**src/hw/rtl/ppu_pkg.sv**
```systemverilog
// ----------------------------------------------------------------------------
// ppu_pkg
// Types and constants shared by the phase posterior update controller,
// datapath and top level.
// ----------------------------------------------------------------------------
package ppu_pkg;

    localparam logic [16:0] ONE16    = 17'd65536;
    localparam logic [26:0] R_SCALE  = 27'd100000000;
    localparam logic [26:0] R_CAP    = 27'd99000000;
    localparam logic [30:0] SPAN_MAX = 31'd10000000;
    localparam logic [23:0] PC_RESET = 24'd65536;
    localparam logic [47:0] SUM_MAX  = 48'hFFFF_FFFF_FFFF;
    localparam int          DIV_STEPS = 17;
    localparam int          ITER_W    = $clog2(DIV_STEPS);

    // configuration register indexes
    localparam logic REG_PSEUDO  = 1'b0;
    localparam logic REG_SPATIAL = 1'b1;

    // leg phase codes
    localparam logic [1:0] LEG_ZERO = 2'd1;
    localparam logic [1:0] LEG_ONE  = 2'd2;

    typedef enum logic [3:0] {
        ST_IDLE, ST_ACC, ST_FIN, ST_DSET, ST_DITER, ST_DWR,
        ST_DMUL, ST_SPCHK, ST_SPMUL, ST_SPCMP, ST_EMIT
    } t_state;

    typedef enum logic [3:0] {
        OP_NONE, OP_CAPTURE, OP_ACC, OP_ONEHOT, OP_DEGEN, OP_ZERO,
        OP_DSET, OP_DITER, OP_DWRITE, OP_DMUL, OP_SP_PREP, OP_SP_MUL, OP_EMIT
    } t_op;

    typedef enum logic [1:0] {
        DM_RATIO, DM_FRAC, DM_SPAT
    } t_dmode;

    typedef struct packed {
        t_op        op;
        t_dmode     mode;
        logic [1:0] idx;
    } t_cmd;

    typedef struct packed {
        logic       in_finish;
        logic       k0;
        logic       k1;
        logic [1:0] ib;
        logic [1:0] ia;
        logic       total_zero;
        logic       den_zero;
        logic       sp_req;
        logic       sp_skip0;
        logic       sp_skip1;
        logic       out_free;
    } t_stat;

endpackage

```
**src/hw/rtl/ppu_ctrl.sv**
```systemverilog
// ----------------------------------------------------------------------------
// ppu_ctrl
// Sequencer for accumulation, the shared divider passes and the spatial
// adjustment.
// ----------------------------------------------------------------------------
module ppu_ctrl
    import ppu_pkg::*;
(
    input  logic  i_clk,
    input  logic  i_rst_n,
    input  logic  i_s_tvalid,
    output logic  o_s_tready,
    input  t_stat i_stat,
    output t_cmd  o_cmd
);

    t_state              r_state, n_state;
    t_dmode              r_mode,  n_mode;
    logic [1:0]          r_idx,   n_idx;
    logic [1:0]          r_left,  n_left;
    logic [ITER_W-1:0]   r_iter,  n_iter;

    // state register
    always_ff @(posedge i_clk) begin
        if (!i_rst_n) begin
            r_state <= ST_IDLE;
            r_mode  <= DM_RATIO;
            r_idx   <= 2'd0;
            r_left  <= 2'd0;
            r_iter  <= '0;
        end else begin
            r_state <= n_state;
            r_mode  <= n_mode;
            r_idx   <= n_idx;
            r_left  <= n_left;
            r_iter  <= n_iter;
        end
    end

    // next state and commands
    always_comb begin
        n_state    = r_state;
        n_mode     = r_mode;
        n_idx      = r_idx;
        n_left     = r_left;
        n_iter     = r_iter;
        o_cmd.op   = OP_NONE;
        o_cmd.mode = r_mode;
        o_cmd.idx  = r_idx;
        o_s_tready = (r_state == ST_IDLE);
        case (r_state)
            ST_IDLE: begin
                if (i_s_tvalid) begin
                    o_cmd.op = OP_CAPTURE;
                    n_state  = i_stat.in_finish ? ST_FIN : ST_ACC;
                end
            end
            ST_ACC: begin
                o_cmd.op = OP_ACC;
                n_state  = ST_IDLE;
            end
            ST_FIN: begin
                if (i_stat.k0 && i_stat.k1) begin
                    o_cmd.op = OP_ONEHOT;
                    n_state  = ST_SPCHK;
                end else if (i_stat.total_zero) begin
                    o_cmd.op = OP_DEGEN;
                    n_state  = ST_EMIT;
                end else if (!i_stat.k0 && !i_stat.k1) begin
                    o_cmd.op = OP_ZERO;
                    n_mode   = DM_RATIO;
                    n_idx    = 2'd0;
                    n_left   = 2'd3;
                    n_state  = ST_DSET;
                end else if (i_stat.den_zero) begin
                    o_cmd.op = OP_DEGEN;
                    n_state  = ST_EMIT;
                end else begin
                    o_cmd.op = OP_ZERO;
                    n_mode   = DM_FRAC;
                    n_idx    = i_stat.ia;
                    n_left   = 2'd1;
                    n_state  = ST_DSET;
                end
            end
            ST_DMUL: begin
                o_cmd.op = OP_DMUL;
                n_state  = ST_DSET;
            end
            ST_DSET: begin
                o_cmd.op = OP_DSET;
                n_iter   = '0;
                n_state  = ST_DITER;
            end
            ST_DITER: begin
                o_cmd.op = OP_DITER;
                if (r_iter == ITER_W'(DIV_STEPS - 1)) begin
                    n_state = ST_DWR;
                end else begin
                    n_iter = r_iter + 1'b1;
                end
            end
            ST_DWR: begin
                o_cmd.op = OP_DWRITE;
                if (r_left != 2'd0) begin
                    n_left  = r_left - 1'b1;
                    n_idx   = (r_mode == DM_FRAC) ? i_stat.ib : r_idx + 1'b1;
                    n_state = (r_mode == DM_SPAT) ? ST_DMUL : ST_DSET;
                end else begin
                    n_state = (r_mode == DM_SPAT) ? ST_EMIT : ST_SPCHK;
                end
            end
            ST_SPCHK: begin
                if (i_stat.sp_req && !i_stat.sp_skip0) begin
                    o_cmd.op = OP_SP_PREP;
                    n_state  = ST_SPMUL;
                end else begin
                    n_state  = ST_EMIT;
                end
            end
            ST_SPMUL: begin
                o_cmd.op = OP_SP_MUL;
                n_state  = ST_SPCMP;
            end
            ST_SPCMP: begin
                if (i_stat.sp_skip1) begin
                    n_state = ST_EMIT;
                end else begin
                    n_mode  = DM_SPAT;
                    n_idx   = 2'd0;
                    n_left  = 2'd3;
                    n_state = ST_DMUL;
                end
            end
            ST_EMIT: begin
                if (i_stat.out_free) begin
                    o_cmd.op = OP_EMIT;
                    n_state  = ST_IDLE;
                end
            end
            default: begin
                n_state = ST_IDLE;
            end
        endcase
    end

endmodule

```
**config.mk**
```make
export PLATFORM = sky130hd
export DESIGN_NAME = ppu_ctrl
export DESIGN_NICKNAME = d
export VERILOG_FILES = /design/src/hw/rtl/ppu_pkg.sv /design/src/hw/rtl/ppu_ctrl.sv
export SDC_FILE = /design/constraint.sdc
export NUM_CORES = 1
export LEC_CHECK = 0
export CAP_MARGIN = 30
export CORE_MARGIN = 8
export CORE_UTILIZATION = 40
export CTS_BUF_LIST = sky130_fd_sc_hd__clkbuf_8 sky130_fd_sc_hd__clkbuf_16
export DETAILED_ROUTE_END_ITERATION = 6
export DONT_BUFFER_PORTS = 1
export GPL_TIMING_DRIVEN = 0
export PLACE_DENSITY = 0.65
export SYNTH_ARGS = -nofsm -noshare
export SYNTH_HDL_FRONTEND = slang
export SYNTH_SLANG_ARGS = --single-unit
```
**constraint.sdc**
```tcl
create_clock -name i_clk -period 3.25 [get_ports i_clk]
set_clock_uncertainty 0.2 [all_clocks]
set_input_delay 0.4875 -clock i_clk [delete_from_list [all_inputs] [get_ports i_clk]]
set_output_delay 0.4875 -clock i_clk [all_outputs]
set_load 0.05 [all_outputs]
```
# ---- Word level (Yosys, flattened, before mapping)
# Cells that the tools add are included.
dict set report totals {
  register_bits 15
  latch_bits 0
  ramBits 0
  rom_bits 0
  input_bits 16
  out_inout_bits 9
  wordCells 89
  mem_count 0
}
dict set report op_classes {
  n_addsub 3
  n_mul 0
  div_mod_pow 0
  order_cmp 0
  eq_ne 22
  shift 0
  n_mux 44
  n_bitwise 0
  n_reduce_logical 15
}
# op count
set op_table {}
lappend op_table {{case mux 4 bit (10 select lines)} 2}
lappend op_table {{2-to-1 mux 4 bit} 12}
lappend op_table {{2-to-1 mux 2 bit} 19}
lappend op_table {{equality test 4 x 3 -> 1 bit (second input constant)} 4}
lappend op_table {{!= test 2 bit (second input constant)} 8}
lappend op_table {{equality test 4 bit (second input constant)} 3}
lappend op_table {{case mux 2 bit (3 select lines)} 2}
lappend op_table {{case mux 5 bit (2 select lines)} 1}
lappend op_table {{equality test 4 x 2 -> 1 bit (second input constant)} 2}
lappend op_table {{2-to-1 mux 3 bit} 2}
lappend op_table {{AND reduction 6 bit} 1}
lappend op_table {{nonzero test 2 bit} 3}
lappend op_table {{adder 5 x 1 -> 5 bit (second input constant)} 1}
lappend op_table {{equality test 5 bit (second input constant)} 1}
lappend op_table {{2-to-1 mux 5 bit} 1}
lappend op_table {{AND reduction 5 bit} 1}
lappend op_table {{equality test 4 x 1 -> 1 bit (second input constant)} 1}
lappend op_table {{zero test 4 bit} 1}
lappend op_table {{2-to-1 mux 1 bit} 4}
lappend op_table {{case mux 2 bit (2 select lines)} 1}
lappend op_table {{logical AND 1 bit} 3}
lappend op_table {{zero test 1 bit} 3}
lappend op_table {{!= test 3 bit (second input constant)} 1}
lappend op_table {{AND reduction 3 bit} 1}
lappend op_table {{6 further kinds} 6}

# ---- Depth between registers and ports, before layout
dict set report logic_depth {
  depth_word 6
  ltp_mapped 6
  depth_no_buf 6
}

# ---- Least setup slack after synthesis
# Ideal clock, no wire load.
dict set report synth_timing {
  kind {reg2out}
  start {reg r_state[3]}
  end {out o_cmd[4] (netlist bit)}
  arrival_time_ps 2913
  required_time_ps 2562
  setup_slack_ps -351
  path_stages_with_launch 6
  n_path_buf 2
  path_cell_list {dfxtp_1 > clkbuf_1 > clkbuf_1 > nor4_1 > nand2_1 > nand2_1}
}
# element line_no
set synth_lines {}
lappend synth_lines {{from (decl)} ppu_ctrl.sv:17} ;# t_state r_state, n_state;
lappend synth_lines {{from (signal assigned)} ppu_ctrl.sv:32} ;# r_state <= n_state;
lappend synth_lines {{to (decl)} ppu_ctrl.sv:14} ;# output t_cmd o_cmd

==> results.md <==
* Die area at 4932 um^2
* Vias per Instance at 6.347
* DRC Markers at 0
* Final ANT Viol Nets at 0
* CTS Hold Buffers Added at 0
* Worst-path fanout max at 10
* Total wire length at 3.228 mm
* Nets at 180
* Initial antenna violation count at 0
* Total power at 0.6948 mW
* Syn Nets at 173
* Clock root buffer: clkbuf_8
* H-tree Lvls at 1
* Worst path cell trace: clkbuf_1 > clkbuf_1 > a211oi_1 > o21ai_1
* Clk Latency, worst-skew pair at 250 ps
* Post-Syn Area at 1176 um^2
* GPL Wtd Cong at 0.9217
* Final worst path period share at 91.54%
* Achievable clock frequency at 0.3361 GHz
* Top-area cell type share of the netlist area at 25.53%
* Share of cells above drive strength 1 at 10.06%
* Pre-CTS setup slack at 123.2 ps
* Total CTS buffers at 3
* Kind of start point of the critical path: register
* Met1 wire length at 1.432 mm
* Final Hold Fails at 0
* Synthesis-to-layout area growth at 10.11%
* Final Max Slew Viols at 0
* CTS max path bufs at 2
* Top FF cell, synth: dfxtp_1
* Core area at 2781 um^2
* Remaining Overflow, GRT at 0
* Crit Path Category: reg -> out
* Leak at 0.4302 nW
* Detailed Routing Iterations Pass 1 at 4
* Most used cell, CP: clkbuf_1
* ANT cells at 0
* Row Count at 19
* Cell taking the most area after synthesis: dfxtp_1
* Setup repair after global routing missed its margin: no
* Largest net degree at the start of global routing at 11
* VDD IR max at 0.3694 mV
* Setup_tns at 0 ps
* Max cap viols at 0
* Post-synth EDFFs at 0
* Syn. warnings at 0
* Top-Level Pins at 25
* DR WL/cell at 16.99 um
* Cell variety after synth at 48
* Total GRT Usage at 12.54%
* Clk slew on worst S/H paths at 70 ps
* CTS tree: built
* I/O Buffers at 0
* Met3 Wirelength at 293 um
* Die height at 70.23 um
* Initial core utilization at 42.29%
* Initial DRC Count at 100
* Clock sinks at 15
* Outcome: complete, no violations
* Worst Hold Class: in -> reg
* Worst path max stage delay at 770 ps
* Most frequent cells in the layout: 15 x dfxtp_1, 14 x a21oi_1, 10 x inv_1
* Period minus WS final at 2975 ps
* Synth Instances at 153
* Power Dens Cells at 536.5 nW/um^2
* Final WS setup at 275.0 ps
* Register area share after synthesis at 25.53%
* Crit path required time at 2560 ps
* Number of global-route vias before repair at 1,134
* Design area at 1295 um^2
* DP Wirelength at 2.479 mm
* Post-Syn Area per Cell at 7.687 um^2
* Cell Area, Placed at 1236 um^2
* Critical Path AT at 2290 ps
* Commonest non-fill, non-tap cell in the layout: dfxtp_1
* First-pass GRT wire length at 5.292 mm
* Worst setup EP type: primary output
* Vias at 1,206
* Slowest CP cell: o21ai_1
* Setup Viol. Count Final at 0
* WL met2 at 1.487 mm
* Relative slew slack at 35.65%
* Flip-flop and latch count after synthesis at 15
* Post-synth ARST share at 0%
* Top Metal Used: met4
* Die width at 70.23 um
* Worst slew pin tran at 958.9 ps
* Leading post-synthesis cells by cell area: dfxtp_1 26%, a21oi_1 6.0%, o21ai_0 4.7%
[critical path, delay by kind of cell (launching register included)]
family	cells	cell delay, ps
AOI/OAI and AO/OA	2	910
buffers and inverters	2	720
DFF	1	400
[cell type report]
type | instances | area, um^2
flip-flops and latches | 15 | 300.3
clock inverters | 1 | 5.005
fillers | 280 | 1486
multi-input cells | 118 | 809.5
repair buffers | 2 | 15.01
inverters | 10 | 37.54
plain buffers | 10 | 47.55
clock buffers | 3 | 41.29
well taps | 31 | 38.79
[final timing paths]
| check | from | endpoint | slack [ps] | cells after the start |
|---|---|---|---|---|
| max | r_state[1] | o_cmd[5] | 270 | 4 |
| min | i_rst_n | r_state[3] | 160 | 1 |
| max reg2reg | r_state[0] | r_left[1] | 1080 | 6 |
| min reg2reg | r_left[1] | r_left[1] | 290 | 2 |
[sequential cells by signal, summed over array words and instances (netlist names)]
name     count
r_idx        2
r_iter       5
r_left       2
r_mode       2
r_state      4
[cells in the mapped netlist, types with 3 or more instances]
master    count
nor2b_1       6
a21oi_1      14
nor2_1        8
o211ai_1      4
or4_1         3
nor3b_1       4
nand3b_1      4
ha_1          4
o21a_1        3
nand3_1       5
nand2_1       7
o21ai_0      11
dfxtp_1      15
o31ai_1       4
clkbuf_1      7
a21boi_0      3
inv_1        10
[routing by layer]
layer / vias up / global-route usage, %
li1: 587 / -
met4: 0 / 3.125
met1: 564 / 16.37
met3: 2 / 5.367
met5: - / 0
met2: 53 / 18.31
[power breakdown]
part           switching [mW]  total (mW)  leakage [nW]  internal (mW)
combinational           0.221       0.318         0.283         0.0969
sequential             0.0228       0.221         0.121          0.198
clock                  0.0714       0.156        0.0255         0.0850
total                   0.315       0.695         0.430          0.380
[cells by family after synthesis]
logic type,synth area share (%)
DFF,25.53
and+or+nand+nor,28.41
adders and majority gates,5.107
xor gates and xnor gates,1.490
muxes,0.9574
buffers and inverters,7.128
AOI/OAI and AO/OA,31.38
[repair_timing]
action / 4_1_cts / 5_1_grt
setup endpoints to repair: 1 / 2
setup buffers: 0 / 0
resized for setup: 1 / 3
[through the flow]
step	hold slack (ps)	utilization, %	instances
detailed placement	278.0	44.44	186
CTS	156.0	46.24	190
global placement	264.5	43.90	184
global route	146.9	46.56	190
floorplan	253.0	-	153
finish	158.8	46.56	190
Note: power is estimated with default switching activity, not from simulation.
